File: config.mk
export PLATFORM = sky130hd
export DESIGN_NAME = double_ended_queue_with_search
export DESIGN_NICKNAME = d
export VERILOG_FILES = /design/src/hdl/dqs_pkg.sv /design/src/hdl/double_ended_queue_with_search.sv /design/src/hdl/dqs_ram.sv /design/src/hdl/dqs_engine.sv
export SDC_FILE = /design/constraint.sdc
export NUM_CORES = 1
export LEC_CHECK = 0
export ABC_CLOCK_PERIOD_IN_PS = 8000
export BUFFER_PORTS_ARGS = -buffer_cell sky130_fd_sc_hd__buf_4
export CAP_MARGIN = 20
export CORE_MARGIN = 5
export CORE_UTILIZATION = 45
export CTS_CLUSTER_SIZE = 25
export DETAILED_ROUTE_END_ITERATION = 6
export GPL_TIMING_DRIVEN = 0
export SYNTH_ARGS = -nofsm -noshare
export SYNTH_HDL_FRONTEND = slang
export SYNTH_SLANG_ARGS = --single-unit
export TNS_END_PERCENT = 10
File: constraint.sdc
create_clock -name clock -period 8 [get_ports clock]
set_clock_uncertainty 0.15 [all_clocks]
set_input_delay 0.8 -clock clock [delete_from_list [all_inputs] [get_ports clock]]
set_output_delay 0.8 -clock clock [all_outputs]
set_load 0.03 [all_outputs]
File: src/hdl/dqs_pkg.sv
package dqs_pkg;

   localparam int ACTION_W = 3;
   localparam int VALUE_W  = 32;
   localparam int STATUS_W = 2;
   localparam int POS_W    = 4;
   localparam int OCC_W    = 5;
   localparam int REQ_W    = 40;   // action + value, padded to whole bytes
   localparam int RSP_W    = 48;   // status + popped + position + occupancy, padded

   typedef enum logic [ACTION_W-1:0] {
      ACT_PUSH_FRONT = 3'd0,
      ACT_PUSH_BACK  = 3'd1,
      ACT_POP_FRONT  = 3'd2,
      ACT_POP_BACK   = 3'd3,
      ACT_SEARCH     = 3'd4
   } action_type;

   typedef enum logic [STATUS_W-1:0] {
      ST_OK       = 2'd0,
      ST_UNDER    = 2'd1,
      ST_OVER     = 2'd2,
      ST_NOTFOUND = 2'd3
   } status_type;

   typedef enum logic [1:0] {
      S_IDLE,
      S_POP_WAIT,
      S_SEARCH,
      S_DONE
   } state_type;

   typedef struct packed {
      status_type                 status;
      logic signed [VALUE_W-1:0]  popped_value;
      logic        [POS_W-1:0]    found_position;
      logic        [OCC_W-1:0]    occupancy;
   } result_type;

endpackage

File: src/hdl/double_ended_queue_with_search.sv
// channel  direction  tdata fields (low bit up)                                tuser
// req_     in         action[2:0] value[34:3] pad[39:35]                         -
// rsp_     out        status[1:0] popped_value[33:2] found_position[37:34]      -
//                     occupancy[42:38] pad[47:43]
//
// push goes S_IDLE then S_DONE; pop goes S_IDLE, S_POP_WAIT, S_DONE; search goes S_IDLE,
// S_SEARCH over n entries walked (up to DEPTH), S_DONE, one entry memory read per cycle
// reset clears the state, front pointer, count and output valid; the entry memory is left as is
// a stalled result waits in the output register while the next item is taken
// and worked on; that item then holds until the register frees
module double_ended_queue_with_search
   import dqs_pkg::*;
#(
   parameter int DEPTH = 16
) (
   input  logic             clock,
   input  logic             reset,
   input  logic             req_tvalid,
   output logic             req_tready,
   input  logic [REQ_W-1:0] req_tdata,   // action, value
   output logic             rsp_tvalid,
   input  logic             rsp_tready,
   output logic [RSP_W-1:0] rsp_tdata    // status, popped_value, found_position, occupancy
);

   localparam int AW = $clog2(DEPTH);

   // entry memory port
   logic               wr_en;
   logic [AW-1:0]      wr_addr;
   logic [VALUE_W-1:0] wr_data;
   logic [AW-1:0]      rd_addr;
   logic [VALUE_W-1:0] rd_data;

   // engine result hand-off
   logic       res_valid;
   logic       out_free;
   result_type res;

   // output register
   logic       rsp_valid_ff, rsp_valid_in;
   result_type rsp_data_ff, rsp_data_in;

   dqs_ram #(
      .WIDTH (VALUE_W),
      .DEPTH (DEPTH)
   ) u_ram (
      .clock   (clock),
      .wr_en   (wr_en),
      .wr_addr (wr_addr),
      .wr_data (wr_data),
      .rd_addr (rd_addr),
      .rd_data (rd_data)
   );

   dqs_engine #(
      .DEPTH (DEPTH)
   ) u_engine (
      .clock      (clock),
      .reset      (reset),
      .req_valid  (req_tvalid),
      .req_ready  (req_tready),
      .req_action (req_tdata[ACTION_W-1:0]),
      .req_value  (req_tdata[ACTION_W+VALUE_W-1:ACTION_W]),
      .res_valid  (res_valid),
      .out_free   (out_free),
      .res        (res),
      .wr_en      (wr_en),
      .wr_addr    (wr_addr),
      .wr_data    (wr_data),
      .rd_addr    (rd_addr),
      .rd_data    (rd_data)
   );

   // slot is free when empty or being drained this cycle
   assign out_free = !rsp_valid_ff || rsp_tready;

   always_comb begin
      rsp_valid_in = rsp_valid_ff;
      rsp_data_in  = rsp_data_ff;
      if (out_free) begin
         rsp_valid_in = res_valid;
         if (res_valid) begin
            rsp_data_in = res;
         end
      end
   end

   always_ff @(posedge clock) begin
      if (reset) begin
         rsp_valid_ff <= 1'b0;
      end else begin
         rsp_valid_ff <= rsp_valid_in;
      end
      rsp_data_ff <= rsp_data_in;
   end

   assign rsp_tvalid = rsp_valid_ff;
   assign rsp_tdata  = {{(RSP_W - STATUS_W - VALUE_W - POS_W - OCC_W){1'b0}},
                        rsp_data_ff.occupancy,
                        rsp_data_ff.found_position,
                        rsp_data_ff.popped_value,
                        rsp_data_ff.status};

endmodule

File: src/hdl/dqs_ram.sv
module dqs_ram #(
   parameter int WIDTH = 32,
   parameter int DEPTH = 16
) (
   input  logic                     clock,
   input  logic                     wr_en,
   input  logic [$clog2(DEPTH)-1:0] wr_addr,
   input  logic [WIDTH-1:0]         wr_data,
   input  logic [$clog2(DEPTH)-1:0] rd_addr,
   output logic [WIDTH-1:0]         rd_data
);

   logic [WIDTH-1:0] mem [DEPTH];
   logic [WIDTH-1:0] rd_data_ff;

   always_ff @(posedge clock) begin
      if (wr_en) begin
         mem[wr_addr] <= wr_data;
      end
      rd_data_ff <= mem[rd_addr];
   end

   assign rd_data = rd_data_ff;

endmodule

File: src/hdl/dqs_engine.sv
module dqs_engine
   import dqs_pkg::*;
#(
   parameter int DEPTH = 16
) (
   input  logic                      clock,
   input  logic                      reset,
   input  logic                      req_valid,
   output logic                      req_ready,
   input  logic [ACTION_W-1:0]       req_action,
   input  logic [VALUE_W-1:0]        req_value,
   output logic                      res_valid,
   input  logic                      out_free,
   output result_type                res,
   output logic                      wr_en,
   output logic [$clog2(DEPTH)-1:0]  wr_addr,
   output logic [VALUE_W-1:0]        wr_data,
   output logic [$clog2(DEPTH)-1:0]  rd_addr,
   input  logic [VALUE_W-1:0]        rd_data
);

   localparam int AW = $clog2(DEPTH);
   localparam int CW = $clog2(DEPTH + 1);
   localparam int SW = CW + 1;

   state_type         state_ff, state_in;
   logic [AW-1:0]     front_ff, front_in;
   logic [CW-1:0]     count_ff, count_in;
   logic [VALUE_W-1:0] key_ff, key_in;
   result_type        res_ff, res_in;
   logic [AW-1:0]     sidx_ff, sidx_in;
   logic [CW-1:0]     off_ff, off_in;

   logic [SW-1:0]     back_sum;
   logic [AW-1:0]     back_idx;
   logic [AW-1:0]     last_idx;
   logic              full;
   logic              empty;

   function automatic logic [AW-1:0] wrap_inc(input logic [AW-1:0] idx);
      return (idx == AW'(DEPTH - 1)) ? '0 : idx + AW'(1);
   endfunction

   function automatic logic [AW-1:0] wrap_dec(input logic [AW-1:0] idx);
      return (idx == '0) ? AW'(DEPTH - 1) : idx - AW'(1);
   endfunction

   // ring index one past the back entry
   assign back_sum = SW'(front_ff) + SW'(count_ff);
   assign back_idx = (back_sum >= SW'(DEPTH)) ? AW'(back_sum - SW'(DEPTH)) : AW'(back_sum);
   assign last_idx = wrap_dec(back_idx);
   assign full     = (count_ff == CW'(DEPTH));
   assign empty    = (count_ff == '0);

   always_ff @(posedge clock) begin
      if (reset) begin
         state_ff <= S_IDLE;
         front_ff <= '0;
         count_ff <= '0;
      end else begin
         state_ff <= state_in;
         front_ff <= front_in;
         count_ff <= count_in;
      end
      key_ff  <= key_in;
      res_ff  <= res_in;
      sidx_ff <= sidx_in;
      off_ff  <= off_in;
   end

   always_comb begin
      state_in  = state_ff;
      front_in  = front_ff;
      count_in  = count_ff;
      key_in    = key_ff;
      res_in    = res_ff;
      sidx_in   = sidx_ff;
      off_in    = off_ff;
      wr_en     = 1'b0;
      wr_addr   = back_idx;
      wr_data   = req_value;
      rd_addr   = front_ff;
      req_ready = (state_ff == S_IDLE);
      res_valid = (state_ff == S_DONE);

      case (state_ff)
         S_IDLE: begin
            if (req_valid) begin
               res_in.status         = ST_OK;
               res_in.popped_value   = '0;
               res_in.found_position = '0;
               res_in.occupancy      = OCC_W'(count_ff);
               state_in              = S_DONE;
               case (action_type'(req_action))
                  ACT_PUSH_FRONT: begin
                     if (full) begin
                        res_in.status = ST_OVER;
                     end else begin
                        wr_en            = 1'b1;
                        wr_addr          = wrap_dec(front_ff);
                        front_in         = wrap_dec(front_ff);
                        count_in         = count_ff + CW'(1);
                        res_in.occupancy = OCC_W'(count_ff + CW'(1));
                     end
                  end
                  ACT_PUSH_BACK: begin
                     if (full) begin
                        res_in.status = ST_OVER;
                     end else begin
                        wr_en            = 1'b1;
                        wr_addr          = back_idx;
                        count_in         = count_ff + CW'(1);
                        res_in.occupancy = OCC_W'(count_ff + CW'(1));
                     end
                  end
                  ACT_POP_FRONT: begin
                     if (empty) begin
                        res_in.status = ST_UNDER;
                     end else begin
                        rd_addr          = front_ff;
                        front_in         = wrap_inc(front_ff);
                        count_in         = count_ff - CW'(1);
                        res_in.occupancy = OCC_W'(count_ff - CW'(1));
                        state_in         = S_POP_WAIT;
                     end
                  end
                  ACT_POP_BACK: begin
                     if (empty) begin
                        res_in.status = ST_UNDER;
                     end else begin
                        rd_addr          = last_idx;
                        count_in         = count_ff - CW'(1);
                        res_in.occupancy = OCC_W'(count_ff - CW'(1));
                        state_in         = S_POP_WAIT;
                     end
                  end
                  ACT_SEARCH: begin
                     key_in = req_value;
                     if (empty) begin
                        res_in.status = ST_NOTFOUND;
                     end else begin
                        rd_addr  = front_ff;
                        sidx_in  = wrap_inc(front_ff);
                        off_in   = '0;
                        state_in = S_SEARCH;
                     end
                  end
                  default: begin
                  end
               endcase
            end
         end
         S_POP_WAIT: begin
            res_in.popped_value = rd_data;
            state_in            = S_DONE;
         end
         S_SEARCH: begin
            // rd_data holds the entry at offset off_ff
            if (rd_data == key_ff) begin
               res_in.status         = ST_OK;
               res_in.found_position = POS_W'(off_ff);
               state_in              = S_DONE;
            end else if (off_ff == count_ff - CW'(1)) begin
               res_in.status = ST_NOTFOUND;
               state_in      = S_DONE;
            end else begin
               rd_addr = sidx_ff;
               sidx_in = wrap_inc(sidx_ff);
               off_in  = off_ff + CW'(1);
            end
         end
         S_DONE: begin
            if (out_free) begin
               state_in = S_IDLE;
            end
         end
         default: begin
            state_in = S_IDLE;
         end
      endcase
   end

   assign res = res_ff;

endmodule
==> results of run 1 <==
[placed cells by master (no fill, tap or decap), drive strengths merged, types with 16 or more instances in the layout]
cell type  netlist  routed
edfxtp         639     639
mux2i          201     201
buf             54     158
clkbuf          19     118
a22o            96      96
mux2            68      68
nor2            47      47
dfxtp           44      44
nor4            43      43
xor2            39      39
and2            39      39
o22ai           33      33
clkinv           1      27
nand2           25      25
a21oi           20      20
inv             17      18
ha              16      16
[cell type report]
cell class	count	area, um2	area share [%]
multi-input combinational	750	6600	20.95
tap	773	967.2	3.070
clock inverter	31	259.0	0.8221
clock buffer	99	2018	6.406
inverter	18	67.56	0.2145
buffer	73	406.6	1.291
timing repair buffer	104	1116	3.543
sequential	683	20070	63.70
[critical path: cells and delay by family (launching register included)]
family	cells	cell delay [ns]
simple gates	5	2.06
compound gates	3	1.03
flops	1	0.50
fa+ha+maj	1	0.31
buf+inv	2	0.41
[routing by layer]
metal  GRT usage [%]  vias up
met5               0        -
met4           5.524        0
met2           34.04      448
met3           3.465       79
li1                -     6393
met1           26.77     7337
[registers in the layout, indices dropped and copies added, names as in the netlist, 2 cells and up]
signal / cells
u_engine.state_ff: 2
u_engine.front_ff: 4
u_engine.key_ff: 32
u_ram.rd_data: 32
rsp_tdata: 43
u_engine.off_ff: 5
u_engine.res: 43
u_engine.count_ff: 5
u_engine.sidx_ff: 4
u_ram.mem: 512
[metrics by stage]
stage	setup slack (ns)	util (%)	total power (uW)	area [um2]
4_1_cts	3.276	53.18	10310	31500
6_report	3.219	53.18	10230	31500
5_1_grt	2.995	53.18	10630	31500
3_3_place_gp	0.9873	48.26	7013	28590
2_1_floorplan	3.453	-	6178	27010
3_5_place_dp	3.281	49.33	7094	29230
[power by group]
| group | internal, uW | total, uW | switching [uW] |
|---|---|---|---|
| combinational | 976 | 2520 | 1540 |
| clock | 1890 | 3220 | 1330 |
| sequential | 4320 | 4490 | 167 |
[synthesized netlist by cell type (13+ instances only)]
| cell type | n |
|---|---|
| nor2_1 | 46 |
| a21oi_1 | 20 |
| and2_1 | 39 |
| o21ai_0 | 13 |
| a22o_1 | 96 |
| inv_1 | 17 |
| clkbuf_1 | 18 |
| buf_2 | 37 |
| mux2_2 | 68 |
| nor4_2 | 31 |
| nand2_1 | 25 |
| xor2_1 | 39 |
| edfxtp_1 | 639 |
| dfxtp_1 | 44 |
| mux2i_1 | 201 |
| ha_1 | 16 |
| o22ai_1 | 32 |
[worst max-delay path by stage]
| stage | to | slack (ns) | cells after the start |
|---|---|---|---|
| finish | u_ram.mem[0][15] | 3.22 | 11 |
| CTS | u_ram.mem[12][17] | 3.28 | 11 |
| floorplan | u_ram.mem[1][0] | 3.45 | 10 |
| detailed placement | u_ram.mem[12][14] | 3.28 | 11 |
| global route | u_ram.mem[0][12] | 2.99 | 11 |
| global placement | u_ram.mem[13][15] | 0.99 | 9 |
[kinds of logic (layout without fill, tap and decap cells)]
| group | after synthesis | count (layout) | share of synthesized area, % |
|---|---|---|---|
| multiplexers | 269 | 269 | 10.29 |
| buffers and inverters | 91 | 325 | 1.757 |
| XOR/XNOR | 52 | 52 | 1.715 |
| other | 1 | 5 | 0.01389 |
| AO/OA/AOI/OAI | 208 | 208 | 6.281 |
| flip-flops | 683 | 683 | 74.35 |
| AND/OR/NAND/NOR | 199 | 199 | 4.775 |
| adder cells (fa/ha/maj) | 17 | 17 | 0.8158 |
==> flow_summary.yaml, run 1 <==
floorplanning:
  start_util_pct: 45.56
  core_um2: 59240
  rows: 89
  io_pins: 94
  dieArea_um2: 64980
  die_w_um: 254.9
  die_y_um: 254.9
clocking:
  path_clk_slew_ns: 0.06
  htree_levels: 3
  cts_tree: "done"
  clkSinkCount: 683
  cts-root-buf: "clkbuf_16"
  insertion_delay_ns: 0.61
  numCtsBuffers: 71
  cts_hold_buffers: 0
  cts_buffer_depth: 3
  ctsResizeCount: 0
  cts_setup_buffers: 0
grt:
  grt_pass1_vias: 14424
  grt_pass1_wl_um: 95210
  grt_max_degree: 29
  grt_overflow: 0
  track_usage_pct: 19.98
  antenna_found_initial: 0
sta:
  fmax_ghz: 0.2092
  worst_slew_pin_slew_ns: 0.8335
  grt_setup_unrepaired: "false"
  layout_min_cycle_time_ns: 4.781
  worst_hold_slack_ns: 0.2515
  setup_tns_ns: 0
  finalMaxSlewViolations: 0
  slew_headroom_pct: 44.43
  finalSetupViolations: 0
  finalHoldViolCount: 0
  fin_crit_sh_pct: 59.76
yosys:
  yosysWarnings: 0
  synth_area_leaders: "edfxtp_1 (71%), mux2i_1 (7.5%), dfxtp_1 (3.3%), a22o_1 (3.1%), mux2_2 (2.8%)"
  syn_inst: 1520
  synth_seq_cells: 683
  synthesis.area_um2: 26990
  synth_seq_area_share_pct: 74.35
  synth_edf_count: 639
  async_flop_share_pct: 0
  yosysUniqueCellTypes: 69
  synthFlopType: "edfxtp_1"
  yosys.area.top_type_share_pct: 71.09
  synth_top_area_cell: "edfxtp_1"
  synth_area_per_cell_um2: 17.76
worst_hold_path:
  hold_path_class: "in -> reg"
  min_to: "u_engine.front_ff[2]"
  hold_depth: 2
  hp-start: "reset"
flow_run:
  drv_cap: 0
cells_and_area:
  nets: 1762
  n_antenna_cell: 0
  syn_to_final_growth_pct: 16.72
  instances_no_fill: 2531
  drive_gt1_share_pct: 22.87
  fillCellCount: 4761
detailed_routing:
  avgRoutedWirePerCell_um: 25.86
  via_per_inst: 5.633
  dr.pass1.iters: 5
  wl_met3_um: 3884
  routed.top_layer: "met4"
  wl_met2_um: 32620
  antenna_left: 0
  drcViolationCount: 0
  wirelength_um: 65450
  drt_iter0_markers: 1142
  vias: 14257
  wl_met1_um: 27610
critical_path:
  worstSetupEndpointType: "flip-flop"
  path_max_fanout: 17
  r2r_slack_ns: 3.22
  slowest_delay_ns: 0.79
  r2r_end: "u_ram.mem[0][15]"
  cp_slowest_cell: "nor2_4"
  r2r-start: "u_engine.count_ff[0]"
  crit_start: "u_engine.count_ff[0]"
  r2r_cells: 11
  path_cells: "inv_1 -> ha_1 -> nor3b_4 -> a211oi_1 -> nand2_1 -> nor2_1 -> o211ai_1 -> o21ai_0 -> nand4_1 -> nor2_4 -> buf_16"
  crit_type: "reg -> reg"
  crit_required_ns: 8.15
  start_kind: "flip-flop"
  arrival_ns: 4.93
placed_design:
  post-dp-hpwl_um: 42550
  place.gp.congestion: 0.8370
  portBuffers: 82
  placed_cells: 2401
power_and_ir_drop:
  vdd_drop_max_v: 0.0001490
  p_per_area_nw_per_um2: 324.6
  p_leak_uw: 0.01037
outcome:
  status: "finished clean"
(Power assumes the default switching activity.)
==> inputs of run 2 (changes only) <==
--- a/config.mk
+++ b/config.mk
@@ -5,7 +5,7 @@
 export SDC_FILE = /design/constraint.sdc
 export NUM_CORES = 1
 export LEC_CHECK = 0
-export ABC_CLOCK_PERIOD_IN_PS = 8000
+export ABC_CLOCK_PERIOD_IN_PS = 4600
 export BUFFER_PORTS_ARGS = -buffer_cell sky130_fd_sc_hd__buf_4
 export CAP_MARGIN = 20
 export CORE_MARGIN = 5
==> constraint.sdc (replaced) <==
create_clock -name clock -period 4.6 [get_ports clock]
set_clock_uncertainty 0.15 [all_clocks]
set_input_delay 0.46 -clock clock [delete_from_list [all_inputs] [get_ports clock]]
set_output_delay 0.46 -clock clock [all_outputs]
set_load 0.03 [all_outputs]
==> run 2 against run 1 <==
- the run now ends with setup timing left
- core utilization grew 0.37 points
- cell count grew 0.79%
- first-iteration DRC count grew 1.2%
- sequential power grew 74%
- worst setup slack lost 3.2 ns
- critical endpoint is now u_ram.rd_data[11]
- largest cell class unchanged
- highest routed layer unchanged
==> flow_summary.yaml, run 2 (synthesized netlist as in run 1, its figures left out) <==
sta:
  grt_setup_unrepaired: "true"
  finalMaxSlewViolations: 0
  setup_slack_ns: -0.01196
  slew_headroom_pct: 44.19
  layout_min_cycle_time_ns: 4.612
  fin_crit_sh_pct: 100.3
  finalHoldViolCount: 0
  worst_slew_pin_slew_ns: 0.8371
  fmax_ghz: 0.2168
  finalSetupViolations: 1
grt:
  antenna_found_initial: 0
  grt_max_degree: 29
  grt_overflow: 0
  grt_pass1_wl_um: 95480
  grt_pass1_vias: 14498
  track_usage_pct: 20.02
placed_design:
  post-dp-hpwl_um: 42550
  portBuffers: 82
  place_ws_ns: -0.1187
  place.gp.congestion: 0.8370
floorplanning:
  die_w_um: 254.9
  start_util_pct: 45.56
  die_y_um: 254.9
  dieArea_um2: 64980
  core_um2: 59240
  io_pins: 94
  rows: 89
cells_and_area:
  nets: 1782
  n_antenna_cell: 0
  max_flop_register: "u_ram.mem"
  syn_to_final_growth_pct: 17.52
  final_common_cell: "edfxtp_1"
  fillCellCount: 4748
  post-route-util_pct: 53.54
  drive_gt1_share_pct: 23.06
  largest_register_ffs: 512
  layout_common_cells: "edfxtp_1 (639), mux2i_1 (201), buf_4 (98), a22o_1 (96), clkbuf_16 (76)"
clocking:
  insertion_delay_ns: 0.61
  htree_levels: 3
  cts-root-buf: "clkbuf_16"
  cts_buffer_depth: 3
  numCtsBuffers: 71
  path_clk_slew_ns: 0.06
  cts_tree: "done"
  clkSinkCount: 683
critical_path:
  crit_required_ns: 4.93
  path_max_fanout: 10
  worstSetupEndpointType: "flip-flop"
  crit_type: "reg -> reg"
  start_kind: "flip-flop"
  arrival_ns: 4.94
power_and_ir_drop:
  p_sw_uw: 5286
  p_comb_share_pct: 24.7
  vdd_drop_max_v: 0.0002577
  power_frac_seq_pct: 43.8
  netSwitchingFraction_pct: 29.70
  p_leak_uw: 0.01048
  p_per_area_nw_per_um2: 561.2
  clkPwrFrac_pct: 31.5
  p_int_uw: 12510
flow_run:
  drv_cap: 0
worst_hold_path:
  hold_path_class: "in -> reg"
outcome:
  status: "finished, violations left"
  violations: "setup timing"
detailed_routing:
  vias: 14392
  drcViolationCount: 0
  avgRoutedWirePerCell_um: 25.73
  via_per_inst: 5.642
  drt_iter0_markers: 1156
  antenna_left: 0
  dr.pass1.iters: 5
  wirelength_um: 65650
==> run 2: cell types whose count changed in the layout (fill, tap and decap cells not counted), moves of 2 or more <==
cell / before / now
clkbuf_1: 38 / 36
buf_12: 11 / 13
buf_4: 94 / 98
dlygate4sd3_1: 0 / 14
==> run 2: power groups by stage <==
| stage | clock network [uW] | logic (uW) | registers, uW |
|---|---|---|---|
| 6_report | 5600 | 4400 | 7800 |
| 5_1_grt | 5970 | 4690 | 7850 |
| 4_1_cts | 5700 | 4430 | 7800 |
| 3_5_place_dp | 0 | 4400 | 7930 |
| 3_3_place_gp | 0 | 4260 | 7940 |
| 2_1_floorplan | 0 | 2790 | 7960 |
==> run 2: worst paths after layout <==
kind / slack, ns / cells past startpoint / endpoint / start
worst min register to register: 0.27 / 0 / rsp_tdata[20] / u_engine.res[27]
worst max register to register: -0.01 / 9 / u_ram.rd_data[11] / u_engine.key_ff[29]
worst min-delay path: 0.02 / 1 / u_ram.mem[14][2] / req_tdata[5]
worst max-delay path: -0.01 / 9 / u_ram.rd_data[11] / u_engine.key_ff[29]
==> run 2: per-stage QoR <==
step / power, uW / cells / cell area, um2 / setup TNS [ns] / hold WS, ns
floorplan: 10740 / 1524 / 27010 / 0 / 0.2503
global placement: 12200 / 2379 / 28590 / -1057.35 / 0.2507
detailed placement: 12340 / 2401 / 29230 / -7.673 / 0.2545
CTS: 17940 / 2547 / 31660 / 0 / 0.00009598
global route: 18510 / 2551 / 31720 / -22.31 / 0.02493
finish: 17800 / 2551 / 31720 / -0.01196 / 0.02480
==> run 2: worst max-delay path, cell delays in order, from the launching register on <==
cell and delay, ns:
edfxtp_1 0.37, xor2_1 0.25, nor4_1 0.77, nand4_1 0.47, o211ai_2 0.49, a21bo_2 0.33, a211oi_2 0.63, clkbuf_1 0.68
a22o_1 0.29, nor4_2 0.05
==> run 2: per-layer routing <==
layer,global-route usage [%],wire [um],vias to the layer above
li1,-,-,6430
met1,26.79,27530,7437
met2,34.13,32800,449
met3,3.485,3993,76
met4,5.555,1328,0
met5,0,0,-
==> run 2: timing repair <==
item                                    4_1_cts  5_1_grt
endpoints found under the setup margin      115      290
pin swaps                                     2        6
gates resized for setup                       1        3
hold endpoints to repair                    185        0
hold buffers                                 14        0
setup buffers                                 2        4
gates cloned                                  0        0
==> run 2: layout make-up <==
| type | instances | area (um2) | area share, % |
|---|---|---|---|
| clock buffer | 99 | 2018 | 6.362 |
| timing repair buffer | 124 | 1326 | 4.181 |
| clock inverter | 31 | 259.0 | 0.8165 |
| sequential | 683 | 20070 | 63.27 |
| inverter | 18 | 67.56 | 0.2130 |
| tap | 773 | 967.2 | 3.049 |
| buffer | 73 | 407.9 | 1.286 |
| multi-input combinational | 750 | 6605 | 20.82 |
